--- config.mk ---
export PLATFORM = sky130hd
export DESIGN_NAME = rgb565_blend_pipeline_flat
export DESIGN_NICKNAME = d
export VERILOG_FILES = /design/src/hdl/rgbbl_pkg.sv /design/src/hdl/rgbbl_ifs.sv /design/src/hdl/rgbbl_tint.sv /design/src/hdl/rgbbl_prod.sv /design/src/hdl/rgbbl_mix.sv /design/src/hdl/rgb565_blend_pipeline.sv /design/src/flat_wrapper.sv
export SDC_FILE = /design/constraint.sdc
export NUM_CORES = 1
export LEC_CHECK = 0
export BUFFER_PORTS_ARGS = -buffer_cell sky130_fd_sc_hd__buf_2
export CAP_MARGIN = 15
export CORE_ASPECT_RATIO = 0.7
export CORE_UTILIZATION = 40
export DETAILED_ROUTE_END_ITERATION = 6
export GPL_TIMING_DRIVEN = 0
export PLACE_DENSITY_LB_ADDON = 0.15
export SLEW_MARGIN = 15
export SYNTH_ARGS = -nofsm -noshare
export SYNTH_HDL_FRONTEND = slang
export SYNTH_SLANG_ARGS = --single-unit
export TNS_END_PERCENT = 100
--- constraint.sdc ---
create_clock -name clock -period 13.5 [get_ports clock]
set_clock_uncertainty 0.05 [all_clocks]
set_input_delay 3.375 -clock clock [delete_from_list [all_inputs] [get_ports clock]]
set_output_delay 3.375 -clock clock [all_outputs]
set_load 0.01 [all_outputs]
--- src/hdl/rgbbl_pkg.sv ---
// Shared types, constants and channel helpers for the RGB565 blend pipeline.
// No dependencies; the stage modules, the top level and the testbench import this package.
`default_nettype none

package rgbbl_pkg;

   // Marker for "no colour": disables tinting and the transparent key
   localparam logic [15:0] NO_COLOR   = 16'hFFFF;
   localparam logic [7:0]  FULL_ALPHA = 8'd255;

   // Register indexes on the csr channel
   typedef enum logic [1:0] {
      CSR_ALPHA = 2'd0,
      CSR_TINT  = 2'd1,
      CSR_MODE  = 2'd2,
      CSR_KEY   = 2'd3
   } csr_index_type;

   // Combination modes; codes 5..7 pass the tinted source through
   typedef enum logic [2:0] {
      MODE_BLEND  = 3'd0,
      MODE_ADD    = 3'd1,
      MODE_SUB    = 3'd2,
      MODE_MUL    = 3'd3,
      MODE_SCREEN = 3'd4
   } mode_type;

   typedef struct packed {
      logic [7:0]  alpha;
      logic [15:0] tint;
      logic [2:0]  mode;
      logic [15:0] key;
   } cfg_type;

   // One colour channel, widened to six bits (red and blue use 5 of them)
   typedef logic [5:0]     chan_type;
   typedef chan_type [2:0] chans_type;   // [0] blue, [1] green, [2] red

   // Two products per channel, at most 63 * 255
   typedef logic [13:0]    prod_type;
   typedef prod_type [2:0] prods_type;

   typedef struct packed {
      logic [15:0] src;
      logic [15:0] dst;
      logic [15:0] addr;
      logic        last;
   } pix_in_type;

   // Side-band that travels unchanged down the pipe
   typedef struct packed {
      logic        we;      // 0 for a transparent source
      logic        copy;    // opaque and untinted: write source as is
      logic [15:0] src;
      logic [15:0] addr;
      logic        last;
   } meta_type;

   typedef struct packed {
      meta_type  meta;
      chans_type s;
      chans_type d;
   } tint_out_type;

   typedef struct packed {
      meta_type  meta;
      chans_type s;
      prods_type p0;
      prods_type p1;
   } prod_out_type;

   typedef struct packed {
      logic [15:0] result_pixel;
      logic        write_enable;
      logic [15:0] write_address;
      logic        last_out;
   } pix_out_type;

   // Channel maximum: 63 for green, 31 for red and blue
   function automatic chan_type chan_max(input int unsigned ch);
      return (ch == 1) ? 6'd63 : 6'd31;
   endfunction

   function automatic chans_type unpack_565(input logic [15:0] px);
      chans_type c;
      c[0] = {1'b0, px[4:0]};
      c[1] = px[10:5];
      c[2] = {1'b0, px[15:11]};
      return c;
   endfunction

   function automatic logic [15:0] pack_565(input chans_type c);
      return {c[2][4:0], c[1][5:0], c[0][4:0]};
   endfunction

endpackage

`default_nettype wire

--- src/hdl/rgbbl_ifs.sv ---
// Valid/ready channel interfaces of the RGB565 blend pipeline:
// pixel request, pixel response and register write. No dependencies.
`default_nettype none

interface rgbbl_req_if;
   logic        valid;
   logic        ready;
   logic [15:0] source_pixel;
   logic [15:0] dest_pixel;
   logic [15:0] pixel_address;
   logic        last_in_line;

   modport source (output valid, source_pixel, dest_pixel, pixel_address,
                   last_in_line, input ready);
   modport sink   (input valid, source_pixel, dest_pixel, pixel_address,
                   last_in_line, output ready);
endinterface

interface rgbbl_rsp_if;
   logic        valid;
   logic        ready;
   logic [15:0] result_pixel;
   logic        write_enable;
   logic [15:0] write_address;
   logic        last_out;

   modport source (output valid, result_pixel, write_enable, write_address,
                   last_out, input ready);
   modport sink   (input valid, result_pixel, write_enable, write_address,
                   last_out, output ready);
endinterface

interface rgbbl_csr_if;
   logic        valid;
   logic        ready;
   logic [1:0]  index;
   logic [15:0] data;

   modport source (output valid, index, data, input ready);
   modport sink   (input valid, index, data, output ready);
endinterface

`default_nettype wire

--- src/hdl/rgbbl_tint.sv ---
// Stage 1: transparent-key test, copy detection, channel split and tint.
// Depends on rgbbl_pkg.
`default_nettype none

module rgbbl_tint (
   input  wire logic                  clock,
   input  wire logic                  reset,
   input  wire rgbbl_pkg::cfg_type    cfg,
   input  wire logic                  in_valid,
   output logic                       in_ready,
   input  wire rgbbl_pkg::pix_in_type in_data,
   output logic                       out_valid,
   input  wire logic                  out_ready,
   output rgbbl_pkg::tint_out_type    out_data
);
   import rgbbl_pkg::*;

   logic         valid_ff;
   tint_out_type data_ff;
   tint_out_type data_in;
   chans_type    src_ch;
   chans_type    tint_ch;
   logic         has_tint;

   assign src_ch   = unpack_565(in_data.src);
   assign tint_ch  = unpack_565(cfg.tint);
   assign has_tint = (cfg.tint != NO_COLOR);

   // side-band decisions
   always_comb begin
      data_in.meta.we   = !((cfg.key != NO_COLOR) && (in_data.src == cfg.key));
      data_in.meta.copy = (cfg.alpha == FULL_ALPHA) && !has_tint;
      data_in.meta.src  = in_data.src;
      data_in.meta.addr = in_data.addr;
      data_in.meta.last = in_data.last;
      data_in.d         = unpack_565(in_data.dst);
   end

   // per-channel tint: s * t / 32 (or / 64 for green)
   for (genvar i = 0; i < 3; i++) begin : g_tint
      localparam int SH = (i == 1) ? 6 : 5;
      logic [11:0] prod;
      assign prod         = src_ch[i] * tint_ch[i];
      assign data_in.s[i] = has_tint ? prod[SH +: 6] : src_ch[i];
   end

   assign in_ready  = !valid_ff || out_ready;
   assign out_valid = valid_ff;
   assign out_data  = data_ff;

   always_ff @(posedge clock) begin
      if (reset) begin
         valid_ff <= 1'b0;
      end else if (in_ready) begin
         valid_ff <= in_valid;
      end
   end

   always_ff @(posedge clock) begin
      if (in_ready && in_valid) begin
         data_ff <= data_in;
      end
   end

endmodule

`default_nettype wire

--- src/hdl/rgbbl_prod.sv ---
// Stage 2: the two per-channel products that the selected mode needs.
// Depends on rgbbl_pkg.
`default_nettype none

module rgbbl_prod (
   input  wire logic                    clock,
   input  wire logic                    reset,
   input  wire rgbbl_pkg::cfg_type      cfg,
   input  wire logic                    in_valid,
   output logic                         in_ready,
   input  wire rgbbl_pkg::tint_out_type in_data,
   output logic                         out_valid,
   input  wire logic                    out_ready,
   output rgbbl_pkg::prod_out_type      out_data
);
   import rgbbl_pkg::*;

   logic         valid_ff;
   prod_out_type data_ff;
   prod_out_type data_in;

   assign data_in.meta = in_data.meta;
   assign data_in.s    = in_data.s;

   // operand selection and multiply, one pair per channel
   for (genvar i = 0; i < 3; i++) begin : g_prod
      localparam chan_type M = chan_max(i);
      chan_type   x0, x1;
      logic [7:0] y0, y1;

      always_comb begin
         x0 = in_data.s[i];
         y0 = cfg.alpha;
         x1 = in_data.d[i];
         y1 = 8'd0;
         case (cfg.mode) inside
            MODE_BLEND: begin
               y1 = FULL_ALPHA - cfg.alpha;
            end
            MODE_ADD, MODE_SUB: begin
               y1 = FULL_ALPHA;
            end
            MODE_MUL: begin
               x0 = in_data.d[i];
               y0 = {2'b00, in_data.s[i]};
            end
            MODE_SCREEN: begin
               x0 = M - in_data.d[i];
               y0 = {2'b00, M - in_data.s[i]};
            end
            default: begin
               y0 = 8'd0;
            end
         endcase
      end

      assign data_in.p0[i] = x0 * y0;
      assign data_in.p1[i] = x1 * y1;
   end

   assign in_ready  = !valid_ff || out_ready;
   assign out_valid = valid_ff;
   assign out_data  = data_ff;

   always_ff @(posedge clock) begin
      if (reset) begin
         valid_ff <= 1'b0;
      end else if (in_ready) begin
         valid_ff <= in_valid;
      end
   end

   always_ff @(posedge clock) begin
      if (in_ready && in_valid) begin
         data_ff <= data_in;
      end
   end

endmodule

`default_nettype wire

--- src/hdl/rgbbl_mix.sv ---
// Stage 3: sums, scaling and saturation per mode, packing, output register.
// Depends on rgbbl_pkg.
`default_nettype none

module rgbbl_mix (
   input  wire logic                    clock,
   input  wire logic                    reset,
   input  wire rgbbl_pkg::cfg_type      cfg,
   input  wire logic                    in_valid,
   output logic                         in_ready,
   input  wire rgbbl_pkg::prod_out_type in_data,
   output logic                         out_valid,
   input  wire logic                    out_ready,
   output rgbbl_pkg::pix_out_type       out_data
);
   import rgbbl_pkg::*;

   logic        valid_ff;
   pix_out_type data_ff;
   pix_out_type data_in;
   chans_type   res;

   for (genvar i = 0; i < 3; i++) begin : g_mix
      localparam int       SH = (i == 1) ? 6 : 5;
      localparam chan_type M  = chan_max(i);
      logic [14:0] sum;
      logic [13:0] diff;
      logic [6:0]  sat_in;

      assign sum    = {1'b0, in_data.p0[i]} + {1'b0, in_data.p1[i]};
      assign diff   = (in_data.p1[i] > in_data.p0[i]) ?
                      (in_data.p1[i] - in_data.p0[i]) : 14'd0;
      assign sat_in = sum[14:8];

      always_comb begin
         case (cfg.mode)
            MODE_BLEND: begin
               res[i] = (cfg.alpha == FULL_ALPHA) ? in_data.s[i] : sum[13:8];
            end
            MODE_ADD: begin
               res[i] = (sat_in > {1'b0, M}) ? M : sat_in[5:0];
            end
            MODE_SUB: begin
               res[i] = diff[13:8];
            end
            MODE_MUL: begin
               res[i] = in_data.p0[i][SH +: 6];
            end
            MODE_SCREEN: begin
               res[i] = M - in_data.p0[i][SH +: 6];
            end
            default: begin
               res[i] = in_data.s[i];
            end
         endcase
      end
   end

   // transparent source writes nothing; opaque untinted copies the source
   always_comb begin
      if (!in_data.meta.we) begin
         data_in.result_pixel = 16'h0000;
      end else if (in_data.meta.copy) begin
         data_in.result_pixel = in_data.meta.src;
      end else begin
         data_in.result_pixel = pack_565(res);
      end
      data_in.write_enable  = in_data.meta.we;
      data_in.write_address = in_data.meta.addr;
      data_in.last_out      = in_data.meta.last;
   end

   assign in_ready  = !valid_ff || out_ready;
   assign out_valid = valid_ff;
   assign out_data  = data_ff;

   always_ff @(posedge clock) begin
      if (reset) begin
         valid_ff <= 1'b0;
      end else if (in_ready) begin
         valid_ff <= in_valid;
      end
   end

   always_ff @(posedge clock) begin
      if (in_ready && in_valid) begin
         data_ff <= data_in;
      end
   end

endmodule

`default_nettype wire

--- src/hdl/rgb565_blend_pipeline.sv ---
// RGB565 blend pipeline top level: register file and three pipeline stages.
// Depends on rgbbl_pkg, rgbbl_ifs, rgbbl_tint, rgbbl_prod and rgbbl_mix.
//
// Usage:
//   req_chan carries one request per pixel: source pixel, frame buffer pixel
//   at the target, its address and the last-of-line mark. rsp_chan returns
//   one result per request, in order: the pixel to store, a write enable
//   (low for a transparent source), the address and the last mark.
//   csr_chan writes alpha_level (0), tint_color (1), blend_select (2) and
//   transparent_key (3); it is always ready. Write registers only while no
//   request is in flight.
//   Path: an accepted request passes through three register stages (tint,
//   products, mix) and is then presented on rsp_chan.
//   Throughput: one pixel per clock while rsp_chan is not stalled; the tint
//   and products stages each hold one multiplier level, mix holds none.
//   Reset: empties the pipe and loads alpha 255, no tint, blend mode and
//   no transparent key.
//   Stall: while rsp_chan.ready is low the output holds its result; the
//   pipe keeps accepting until its three stages are full, then req_chan
//   ready drops. Nothing is lost or repeated.
`default_nettype none

module rgb565_blend_pipeline (
   input wire logic  clock,
   input wire logic  reset,
   rgbbl_req_if.sink   req_chan,
   rgbbl_rsp_if.source rsp_chan,
   rgbbl_csr_if.sink   csr_chan
);
   import rgbbl_pkg::*;

   cfg_type      cfg_ff;
   cfg_type      cfg_in;
   pix_in_type   pix_in;
   logic         s1_valid, s1_ready;
   tint_out_type s1_data;
   logic         s2_valid, s2_ready;
   prod_out_type s2_data;
   pix_out_type  s3_data;

   // register writes
   assign csr_chan.ready = 1'b1;

   always_comb begin
      cfg_in = cfg_ff;
      if (csr_chan.valid) begin
         unique case (csr_chan.index)
            CSR_ALPHA: cfg_in.alpha = csr_chan.data[7:0];
            CSR_TINT:  cfg_in.tint  = csr_chan.data;
            CSR_MODE:  cfg_in.mode  = csr_chan.data[2:0];
            CSR_KEY:   cfg_in.key   = csr_chan.data;
            default:   cfg_in       = cfg_ff;
         endcase
      end
   end

   always_ff @(posedge clock) begin
      if (reset) begin
         cfg_ff.alpha <= FULL_ALPHA;
         cfg_ff.tint  <= NO_COLOR;
         cfg_ff.mode  <= MODE_BLEND;
         cfg_ff.key   <= NO_COLOR;
      end else begin
         cfg_ff <= cfg_in;
      end
   end

   // pipeline
   assign pix_in.src  = req_chan.source_pixel;
   assign pix_in.dst  = req_chan.dest_pixel;
   assign pix_in.addr = req_chan.pixel_address;
   assign pix_in.last = req_chan.last_in_line;

   rgbbl_tint u_tint (
      .clock     (clock),
      .reset     (reset),
      .cfg       (cfg_ff),
      .in_valid  (req_chan.valid),
      .in_ready  (req_chan.ready),
      .in_data   (pix_in),
      .out_valid (s1_valid),
      .out_ready (s1_ready),
      .out_data  (s1_data)
   );

   rgbbl_prod u_prod (
      .clock     (clock),
      .reset     (reset),
      .cfg       (cfg_ff),
      .in_valid  (s1_valid),
      .in_ready  (s1_ready),
      .in_data   (s1_data),
      .out_valid (s2_valid),
      .out_ready (s2_ready),
      .out_data  (s2_data)
   );

   rgbbl_mix u_mix (
      .clock     (clock),
      .reset     (reset),
      .cfg       (cfg_ff),
      .in_valid  (s2_valid),
      .in_ready  (s2_ready),
      .in_data   (s2_data),
      .out_valid (rsp_chan.valid),
      .out_ready (rsp_chan.ready),
      .out_data  (s3_data)
   );

   assign rsp_chan.result_pixel  = s3_data.result_pixel;
   assign rsp_chan.write_enable  = s3_data.write_enable;
   assign rsp_chan.write_address = s3_data.write_address;
   assign rsp_chan.last_out      = s3_data.last_out;

   // checks
   a_transparent_zero: assert property (@(posedge clock) disable iff (reset)
      (rsp_chan.valid && !rsp_chan.write_enable) |-> (rsp_chan.result_pixel == 16'h0000))
      else $error("transparent result carries a non-zero pixel");

   a_backpressure_full: assert property (@(posedge clock) disable iff (reset)
      !req_chan.ready |-> (s1_valid && s2_valid && rsp_chan.valid && !rsp_chan.ready))
      else $error("request stalled while the pipe has room");

   a_mode_write: assert property (@(posedge clock) disable iff (reset)
      (csr_chan.valid && csr_chan.ready && (csr_chan.index == CSR_MODE))
      |=> (cfg_ff.mode == $past(csr_chan.data[2:0])))
      else $error("mode register write lost");

   a_reset_state: assert property (@(posedge clock)
      reset |=> (!rsp_chan.valid && (cfg_ff.alpha == FULL_ALPHA) && (cfg_ff.key == NO_COLOR)))
      else $error("reset state wrong");

endmodule

`default_nettype wire

--- src/flat_wrapper.sv ---
// flat-port wrapper written by rule: the top's interface ports become plain ports
module rgb565_blend_pipeline_flat import rgbbl_pkg::*;
  (clock, reset, req_chan_valid, req_chan_source_pixel, req_chan_dest_pixel, req_chan_pixel_address, req_chan_last_in_line, req_chan_ready, rsp_chan_valid, rsp_chan_result_pixel, rsp_chan_write_enable, rsp_chan_write_address, rsp_chan_last_out, rsp_chan_ready, csr_chan_valid, csr_chan_index, csr_chan_data, csr_chan_ready);
  rgbbl_req_if req_chan_i ();
  rgbbl_rsp_if rsp_chan_i ();
  rgbbl_csr_if csr_chan_i ();
  input wire logic clock;
  input wire logic reset;
  input wire logic [$bits(req_chan_i.valid)-1:0] req_chan_valid;
  input wire logic [$bits(req_chan_i.source_pixel)-1:0] req_chan_source_pixel;
  input wire logic [$bits(req_chan_i.dest_pixel)-1:0] req_chan_dest_pixel;
  input wire logic [$bits(req_chan_i.pixel_address)-1:0] req_chan_pixel_address;
  input wire logic [$bits(req_chan_i.last_in_line)-1:0] req_chan_last_in_line;
  output wire logic [$bits(req_chan_i.ready)-1:0] req_chan_ready;
  output wire logic [$bits(rsp_chan_i.valid)-1:0] rsp_chan_valid;
  output wire logic [$bits(rsp_chan_i.result_pixel)-1:0] rsp_chan_result_pixel;
  output wire logic [$bits(rsp_chan_i.write_enable)-1:0] rsp_chan_write_enable;
  output wire logic [$bits(rsp_chan_i.write_address)-1:0] rsp_chan_write_address;
  output wire logic [$bits(rsp_chan_i.last_out)-1:0] rsp_chan_last_out;
  input wire logic [$bits(rsp_chan_i.ready)-1:0] rsp_chan_ready;
  input wire logic [$bits(csr_chan_i.valid)-1:0] csr_chan_valid;
  input wire logic [$bits(csr_chan_i.index)-1:0] csr_chan_index;
  input wire logic [$bits(csr_chan_i.data)-1:0] csr_chan_data;
  output wire logic [$bits(csr_chan_i.ready)-1:0] csr_chan_ready;
  assign req_chan_i.valid = req_chan_valid;
  assign req_chan_i.source_pixel = req_chan_source_pixel;
  assign req_chan_i.dest_pixel = req_chan_dest_pixel;
  assign req_chan_i.pixel_address = req_chan_pixel_address;
  assign req_chan_i.last_in_line = req_chan_last_in_line;
  assign req_chan_ready = req_chan_i.ready;
  assign rsp_chan_valid = rsp_chan_i.valid;
  assign rsp_chan_result_pixel = rsp_chan_i.result_pixel;
  assign rsp_chan_write_enable = rsp_chan_i.write_enable;
  assign rsp_chan_write_address = rsp_chan_i.write_address;
  assign rsp_chan_last_out = rsp_chan_i.last_out;
  assign rsp_chan_i.ready = rsp_chan_ready;
  assign csr_chan_i.valid = csr_chan_valid;
  assign csr_chan_i.index = csr_chan_index;
  assign csr_chan_i.data = csr_chan_data;
  assign csr_chan_ready = csr_chan_i.ready;
  rgb565_blend_pipeline u_core (.clock(clock), .reset(reset), .req_chan(req_chan_i), .rsp_chan(rsp_chan_i), .csr_chan(csr_chan_i));
endmodule
* Word level (Yosys, flattened, before mapping) *
Cells that the tools add are included.

storage, ports and cells
  bits in registers = 282
  bits of input ports = 72
  output and inout bits = 37
  word-level logic and storage cells = 142

operators by class
  add/sub/neg operators = 16
  $mul = 9
  mux-type cells = 42
  eq/ne operators = 11
  magnitude comparators = 6
  reduce and logical (&&, ||, !) cells = 20

operator list
  cell                                                number
  two-way mux 6 bit                                   21
  two-way mux 8 bit                                   8
  multiplier 6 x 8 -> 14 bit                          4
  one-hot mux 5 bit (5 select lines)                  2
  != test 16 bit, second input constant               2
  adder 14 x 13 -> 15 bit                             2
  two-way mux 5 bit                                   6
  one-hot mux 6 bit (5 select lines)                  1
  > comparator 13 x 14 -> 1 bit                       2
  multiplier 5 x 8 -> 13 bit                          2
  two-way mux 13 bit                                  2
  subtractor 13 bit                                   2
  multiplier 5 x 5 -> 10 bit                          2
  subtractor 6 bit, first input constant              3
  == test 16 bit                                      1
  two-way mux 16 bit                                  1
  adder 14 x 14 -> 15 bit                             1
  > comparator 14 bit                                 1
  > comparator 7 x 5 -> 1 bit, second input constant  2
  two-way mux 14 bit                                  1
  subtractor 14 bit                                   1
  multiplier 6 x 6 -> 12 bit                          1
  subtractor 5 x 5 -> 6 bit, first input constant     2
  subtractor 5 x 6 -> 6 bit, first input constant     2
  16 further kinds                                    32

* Depth between registers and ports, before layout *
Gate-level depths: netlist of run 1.

  depth after elaboration = 6
  gate-level depth with buffers = 23
  depth with buffers taken out = 20

* Modules after synthesis *
Synthesis of run 1 repeated with hierarchy kept, for this count alone.

second synthesis, totals
  cell total of the unflattened synthesis = 2562
  area total of the unflattened synthesis = 25615.8 µm²

modules (own cells, without submodules)
  module                 area each (µm²)  instances  seq. area each (µm²)  cells each
  rgbbl_prod             13920.9          1          4134.0                1334
  rgbbl_mix              5185.0           1          1041.0                638
  rgbbl_tint             4850.9           1          2031.9                424
  rgb565_blend_pipeline  1659.1           1          860.8                 166

* Worst setup path before layout of run 1 *
OpenSTA, ideal clock, no wires.

  kind = input -> register
  start point = in rsp_chan_ready
  end point = reg u_core.u_prod.data_ff, in the netlist u_core.u_prod.out_data[0], enable pin
  data arrival time = 13.074 ns
  stages on the path = 2
  setup time = 0.829 ns
  required time = 12.621 ns
  buffers on the path = 0
  setup slack = -0.453 ns
  path through = nor2b_1 > a21boi_0

on the way
  cells in the longest elaborated chain, start to end = 3

RTL lines
  item                  line                RTL
  start, declared       flat_wrapper.sv:20  input wire logic [$bits(rsp_chan_i.ready)-1:0] rsp_chan_ready;
  logical OR 1 bit      rgbbl_mix.sv:73     assign in_ready = !valid_ff || out_ready;
  logical OR 1 bit      rgbbl_prod.sv:61    assign in_ready = !valid_ff || out_ready;
  logical AND 1 bit     rgbbl_prod.sv:74    if (in_ready && in_valid) begin
  end signal, assigned  rgbbl_prod.sv:75    data_ff <= data_in;
  end, declared         rgbbl_prod.sv:19    prod_out_type data_ff;

Every way passes these cells.
A chain may end at the register's enable or synchronous reset.

* Worst setup path after layout of run 1 *
  start point = in rsp_chan_ready
  end point = out req_chan_ready

on the way
  cells in the longest elaborated chain, start to end = 3

RTL lines
  item              line                RTL
  logical OR 1 bit  rgbbl_mix.sv:73
  logical OR 1 bit  rgbbl_prod.sv:61
  logical OR 1 bit  rgbbl_tint.sv:47    assign in_ready = !valid_ff || out_ready;
  end, declared     flat_wrapper.sv:14  output wire logic [$bits(req_chan_i.ready)-1:0] req_chan_ready;

Every way passes these cells.

==> impl_metrics.csv, run 1 <==
group,metric,value,unit
outcome,status,"completed",
pwr,total_power,6.72,mW
cts,holdBufCountCts,0,
cts,post_cts_buffers,0,
sta,rsz0062_at_grt,"no",
critical_path,start_kind,"input port",
placed_design,portBuffers,106,
pwr,switching_share,44.7,%
cts,cts_htree_levels,2,
detailed_routing,firstDrtPassIters,6,
critical_path,cp-startpoint,"rsp_chan_ready",
critical_path,crit_chain,"buf_2, nor2b_1, nand3_1, buf_2",
pwr,power_frac_seq,23.0,%
critical_path,worstReg2RegEnd,"u_core.u_prod.out_data[69]$_DFFE_PP_",
critical_path,r2r_start,"u_core.cfg_ff[18]$_SDFFE_PP0P_",
global_routing,use_met1,35.3,%
finish,fill_cells,5419,
cts,worstSkewPairLatency,0.55,ns
floorplanning,fp.coreArea,57500,um2
finish,design_area,26500,um2
critical_path,critPathKind,"input port to output pin",
critical_path,worst-path-stages,4,
global_routing,grt_pass1_vias,17800,
critical_path,endpoint_kind,"output pin",
detailed_routing,drt-vias-per-instance,5.49,
synth,postSynthAreaPerCell,9.81,um2
critical_path,cp.required,10.07,ns
synth,synthTopCellsByCount,"inv_1, ha_1, edfxtp_1, nand2_1, nor2_1",
cts,path_clk_slew,0.06,ns
floorplanning,ios,109,
floorplanning,die_x,292,um
critical_path,slowest_stage,"nor2b_1",
synth,ys_warn_count,0,
synth,synth-seq-cells,280,
finish,seqCellArea,7950,um2
critical_path,cp_common_cell,"buf_2",
placed_design,gp_congestion,0.932,
pwr,power_density,254,nW/um2
critical_path,arrival,4.43,ns
pwr,peakVddDrop,394,uV
placed_design,place_area,25300,um2
global_routing,grt_use_total,23.1,%
global_routing,grt_pass1_wl,105,mm
cts,cts_root_buf,"clkbuf_16",
synth,synth_most_common_cell,"inv_1",
pwr,p_switching,3.01,mW
sta,setup_violations,0,
critical_path,critPathTopFamily,"simple AND/OR/NAND/NOR gates",
critical_path,path_max_fanout,6,
sta,fin_tns_setup,0,ns
sta,max_slew.worst_pin.slew,1.14,ns
global_routing,gr-total-overflow,0,
sta,min_period_over_period,58.2,%
floorplanning,initial_core_util,41.0,%
synth,synth.distinct_cells,79,
synth,ys_seq_area_share,33.8,%
pwr,clkPwrFrac,14.0,%
critical_path,r2r_cells,20,
critical_path,path_buf_inv,2,
critical_path,crit_end,"req_chan_ready",
floorplanning,die_height,205,um
finish,area_growth_syn_to_layout,12.6,%
finish,multiInputGateArea,14100,um2
cts,cts_tree,"done",
critical_path,max_stage_delay,0.55,ns
synth,synthCells,2398,
cts,cts-buffers-inserted,35,
sta,whs,0.364,ns
global_routing,grtUsageMet3,5.36,%
pwr,pwr-share-comb,62.9,%
pwr,p_int,3.72,mW
run,max_cap_violations,0,
floorplanning,dieArea,59800,um2
pwr,p_leak,12.0,nW
synth,synth_nets,2895,
cts,clock_sinks,280,
sta,hold_viol_final,0,
global_routing,grt-busiest-layer,"met1",
finish,diodes,0,
sta,slew_violations,0,
finish,stdcell_count,3329,
synth,synth_edf_count,234,
critical_path,reg2reg_setup_slack,6.43,ns
cts,cts.path.max_buffers,3,
synth,synth.area.top_cells,"edfxtp_1, ha_1, fa_1",
detailed_routing,dr.first_iter.drc_count,1620,
synth,syn-cell-area,23500,um2
synth,synthArstFlopShare,0,%
detailed_routing,drc,0,
detailed_routing,antenna_left,0,
placed_design,post-dp-hpwl,54.8,mm
min_path,hold_class,"flip-flop to flip-flop",
synth,yosys.area.top_type,"edfxtp_1",
synth,synth_top_area_share,29.9,%
global_routing,grt_max_degree,24,
cts,cts_resized,0,
finish,fin_nets,3050,
finish,drive_gt1_share,8.26,%
detailed_routing,wirelength,68.6,mm
global_routing,grt_use_met2,32.6,%
sta,finalCriticalPeriod,7.86,ns
floorplanning,rows,73,
sta,fmax,127,MHz
global_routing,antenna_found_initial,1,
synth,synth_flop_cell,"edfxtp_1",
detailed_routing,vias,18300,
detailed_routing,routedWlPerCell,20.6,um
sta,max_slew_margin,24.0,%
placed_design,place_inst,3266,
[power by group through the flow]
stage / registers, mW / clock network [mW] / logic, mW
detailed placement: 1.56 / 0 / 4.20
CTS: 1.54 / 0.970 / 4.24
finish: 1.55 / 0.944 / 4.23
floorplan: 1.45 / 0 / 3.25
global route: 1.56 / 1.00 / 4.86
global placement: 1.57 / 0 / 4.09
[worst min-delay path by stage]
stage	startpoint	cells past startpoint	to
2_1_floorplan	u_core.u_prod.out_data[102]$_DFFE_PP_	0	u_core.u_mix.out_data[0]$_DFFE_PP_
3_3_place_gp	u_core.u_tint.out_data[49]$_DFFE_PP_	0	u_core.u_prod.out_data[115]$_DFFE_PP_
3_5_place_dp	u_core.u_tint.out_data[62]$_DFFE_PP_	0	u_core.u_prod.out_data[128]$_DFFE_PP_
4_1_cts	u_core.u_tint.out_data[63]$_DFFE_PP_	0	u_core.u_prod.out_data[129]$_DFFE_PP_
5_1_grt	u_core.u_tint.out_data[63]$_DFFE_PP_	0	u_core.u_prod.out_data[129]$_DFFE_PP_
6_report	u_core.u_tint.out_data[48]$_DFFE_PP_	0	u_core.u_prod.out_data[114]$_DFFE_PP_
[state kept, by name, summed over array words and instances (netlist names)]
register                 cells
u_core.u_mix.out_valid       1
u_core.u_tint.out_valid      1
u_core.u_mix.out_data       34
u_core.u_prod.out_valid      1
u_core.u_tint.out_data      67
u_core.cfg_ff               43
u_core.u_prod.out_data     133
[per-stage QoR]
| stage | setup WS [ns] | util [%] |
|---|---|---|
| 6_report | 5.64 | 46.1 |
| 2_1_floorplan | 3.06 | - |
| 3_5_place_dp | 5.62 | 44.1 |
| 3_3_place_gp | -0.618 | 43.5 |
| 4_1_cts | 5.62 | 46.1 |
| 5_1_grt | 5.52 | 46.1 |
[metal layers]
layer | part of all wire, % | routed length, um | vias to the layer above
met5 | 0 | 0 | -
met4 | 1.9 | 1300 | 0
met3 | 9.2 | 6320 | 84
met2 | 40 | 27500 | 710
met1 | 49 | 33400 | 8959
li1 | - | - | 8528
[cells by family after synthesis]
family	count (synthesis)	share of synthesized area (%)
and+or+nand+nor	719	15.4
AOI/OAI and AO/OA	461	12.8
buffers and inverters	411	6.60
adders and majority gates	425	27.6
DFF	280	33.8
xor gates and xnor gates	94	3.50
muxes	7	0.303
other	1	0.0159
[final cells by class]
class	count	area share (%)
plain buffers	90	1.31
multi-input cells	1707	53.1
inverters	321	4.55
well taps	750	3.54
repair buffers	118	3.15
clock buffers	47	3.63
clock inverters	16	0.675
flip-flops and latches	280	30.0
[placed cells by master, fill, tap and decap left out, types with 11 or more instances in the layout]
cell,Yosys,routed
buf_2,4,110
nand4_1,20,20
a22oi_1,17,17
clkbuf_1,72,81
buf_1,12,12
and3_1,25,25
nand3_1,19,19
or3_1,13,13
a211oi_1,12,12
fa_1,156,156
o211ai_1,11,11
xnor2_1,59,59
and2_1,140,140
edfxtp_1,234,234
nand2_1,203,203
inv_1,319,319
nor2_1,157,157
dfxtp_1,46,46
ha_1,269,269
a21oi_1,144,143
a31oi_1,27,26
xor2_1,35,35
o22ai_1,18,18
nand3b_1,35,35
or2_2,18,18
nor2b_1,25,24
clkbuf_16,0,36
o21bai_1,17,17
nor3_1,24,24
o22a_1,16,16
o21ai_0,77,77
nand2b_1,17,17
a21o_1,29,29
No activity file was read; power rests on OpenSTA's default activity.
==> run 2: changes to the inputs <==
--- a/config.mk
+++ b/config.mk
@@ -5,6 +5,7 @@
 export SDC_FILE = /design/constraint.sdc
 export NUM_CORES = 1
 export LEC_CHECK = 0
+export ABC_AREA = 1
 export BUFFER_PORTS_ARGS = -buffer_cell sky130_fd_sc_hd__buf_2
 export CAP_MARGIN = 15
 export CORE_ASPECT_RATIO = 0.7
==> constraint.sdc (replaced) <==
create_clock -name clock -period 7.13 [get_ports clock]
set_clock_uncertainty 0.05 [all_clocks]
set_input_delay 1.7825 -clock clock [delete_from_list [all_inputs] [get_ports clock]]
set_output_delay 1.7825 -clock clock [all_outputs]
set_load 0.01 [all_outputs]
==> impl_metrics.csv, run 2 <==
group,metric,value,unit
outcome,status,"completed",
finish,design_area,28400,um2
finish,multiInputGateArea,14700,um2
run,max_cap_violations,0,
cts,worstSkewPairLatency,0.57,ns
critical_path,slowest_stage,"a21oi_1",
sta,max_slew.worst_pin.slew,1.27,ns
floorplanning,ios,109,
global_routing,grt_max_degree,89,
placed_design,gp_congestion,0.961,
cts,cts_tree,"done",
finish,fill_cells,6285,
synth,synth_edf_count,234,
pwr,power_frac_seq,19.4,%
pwr,clkPwrFrac,13.9,%
finish,final_common_cell,"nand2_1",
critical_path,start_kind,"flip-flop",
synth,synth_most_common_cell,"nand2_1",
finish,area_growth_syn_to_layout,11.5,%
global_routing,grt_pass1_wl,117,mm
detailed_routing,antenna_left,0,
detailed_routing,firstDrtPassIters,6,
critical_path,crit_chain,"nand2_1, inv_1, nor2_1, inv_2, a21oi_1, inv_1, clkbuf_1, nor2_1, fa_1, fa_1, inv_1, fa_1, inv_1, ha_1, a21oi_1, nand2_1, a21boi_0, o21ai_0, a21oi_1, nor2_1, nor2_1, xnor2_1",
sta,layout_setup_ws,0.957,ns
min_path,hold_class,"flip-flop to flip-flop",
cts,path_clk_slew,0.07,ns
detailed_routing,dr.first_iter.drc_count,1829,
pwr,pwr-share-comb,66.7,%
synth,synth_top_area_share,27.6,%
finish,fin_nets,3881,
pwr,p_switching,6.86,mW
global_routing,grt_use_total,24.0,%
synth,synthTopCellsByCount,"nand2_1, inv_1, nor2_1, ha_1, edfxtp_1",
sta,min_period_over_period,86.6,%
global_routing,antenna_found_initial,2,
floorplanning,fp.coreArea,62200,um2
finish,diodes,0,
synth,synthArstFlopShare,0,%
cts,holdBufCountCts,0,
sta,max_slew_margin,14.8,%
sta,setup_violations,0,
floorplanning,rows,76,
critical_path,endpoint_kind,"flip-flop",
synth,synth.distinct_cells,51,
floorplanning,die_height,213,um
cts,cts_htree_levels,2,
sta,fin_tns_setup,0,ns
sta,fmax,162,MHz
pwr,switching_share,48.6,%
pwr,p_leak,14.7,nW
sta,finalCriticalPeriod,6.17,ns
pwr,peakVddDrop,1270,uV
placed_design,portBuffers,107,
critical_path,path_max_fanout,10,
cts,post_cts_buffers,0,
floorplanning,die_x,304,um
synth,ys_seq_area_share,31.2,%
synth,synth.area.top_cells,"edfxtp_1, ha_1, fa_1",
floorplanning,initial_core_util,40.9,%
synth,yosys.area.top_type,"edfxtp_1",
synth,synth_nets,3734,
synth,postSynthAreaPerCell,7.87,um2
critical_path,cp.required,7.36,ns
finish,layout_common_cells,"nand2_1, inv_1, nor2_1",
cts,cts_resized,0,
placed_design,post-dp-hpwl,61.6,mm
critical_path,max_stage_delay,0.94,ns
detailed_routing,drc,0,
global_routing,grt_pass1_vias,20000,
cts,clock_sinks,280,
cts,cts-buffers-inserted,34,
sta,rsz0062_at_grt,"no",
synth,synth-seq-cells,280,
pwr,p_int,7.26,mW
detailed_routing,vias,21000,
placed_design,place_ws,1.12,ns
critical_path,critPathKind,"flip-flop to flip-flop",
cts,cts.path.max_buffers,3,
synth,synthCells,3237,
global_routing,gr-total-overflow,0,
detailed_routing,wirelength,76.3,mm
pwr,power_density,497,nW/um2
finish,largest_register_ffs,133,
detailed_routing,drt-vias-per-instance,4.96,
finish,seqCellArea,7950,um2
floorplanning,dieArea,64700,um2
critical_path,arrival,6.40,ns
sta,hold_viol_final,0,
detailed_routing,routedWlPerCell,18.0,um
sta,slew_violations,0,
synth,synth_flop_cell,"edfxtp_1",
synth,syn-cell-area,25500,um2
synth,ys_warn_count,0,
finish,drive_gt1_share,6.83,%
cts,cts_root_buf,"clkbuf_16",
placed_design,place_area,27100,um2
==> run 2: cell count changes after synthesis, sizes merged, moves of 26 or more <==
| cell | change |
|---|---|
| nor2 | +197 |
| and2 | -136 |
| nand3 | +143 |
| xnor2 | -31 |
| inv | +354 |
| nor2b | -26 |
| o21ai | +49 |
| nand3b | -28 |
| nand2 | +542 |
==> run 2: metal layers <==
metal  track usage [%]  wire [um]  up-vias
met3              5.84       6900       82
met5                 0         27        -
met2              33.0      29700      702
met4              4.05       1030        4
li1                  -          -    10500
met1              37.6      38600     9685
==> run 2: power groups by stage <==
stage                     Clock, mW  Sequential, mW  Combinational, mW
after floorplan                   0            2.67               7.09
after global placement            0            2.77               9.32
after global routing           2.06            2.77               10.8
after detailed placement          0            2.77               9.33
final                          1.96            2.74               9.41
after CTS                      2.00            2.74               9.40
==> run 2: critical path, delay by kind of cell (launching register included) <==
kind / cells / cell delay (ns)
fa+ha+maj: 4 / 1.79
flops: 1 / 0.37
buf+inv: 6 / 0.93
xor+xnor: 1 / 0.10
compound gates: 5 / 1.76
simple gates: 6 / 0.86
==> run 2: worst paths after layout <==
kind / to / slack [ns] / start / cells past startpoint
max: u_core.u_prod.out_data[12]$_DFFE_PP_ / 0.96 / u_core.cfg_ff[17]$_SDFFE_PP0P_ / 22
max reg2reg: u_core.u_prod.out_data[12]$_DFFE_PP_ / 0.96 / u_core.cfg_ff[17]$_SDFFE_PP0P_ / 22
min: u_core.u_prod.out_data[130]$_DFFE_PP_ / 0.37 / u_core.u_tint.out_data[64]$_DFFE_PP_ / 0
min reg2reg: u_core.u_prod.out_data[130]$_DFFE_PP_ / 0.37 / u_core.u_tint.out_data[64]$_DFFE_PP_ / 0
==> run 2: cell type report <==
class,instances,area share [%]
clock buffer,37,3.04
sequential,280,28.0
buffer,73,1.08
multi-input combinational,2202,51.7
timing repair buffer,111,2.22
clock inverter,25,1.31
inverter,682,9.05
tap,819,3.61
==> run 2: metrics by stage <==
stage	utilization [%]	total power [mW]	hold WS (ns)	cells
floorplan	-	9.76	0.350	3237
global placement	43.5	12.1	0.350	4163
detailed placement	43.7	12.1	0.355	4167
CTS	45.6	14.1	0.369	4229
global route	45.6	15.7	0.371	4229
finish	45.6	14.1	0.367	4229
==> run 2: cell families after synthesis <==
group | count (synthesis) | synth area share (%)
simple gates | 1359 | 22.0
buf+inv | 755 | 11.3
fa+ha+maj | 425 | 25.5
compound gates | 349 | 7.70
flops | 280 | 31.2
xor+xnor | 68 | 2.34
other cells | 1 | 0.0147
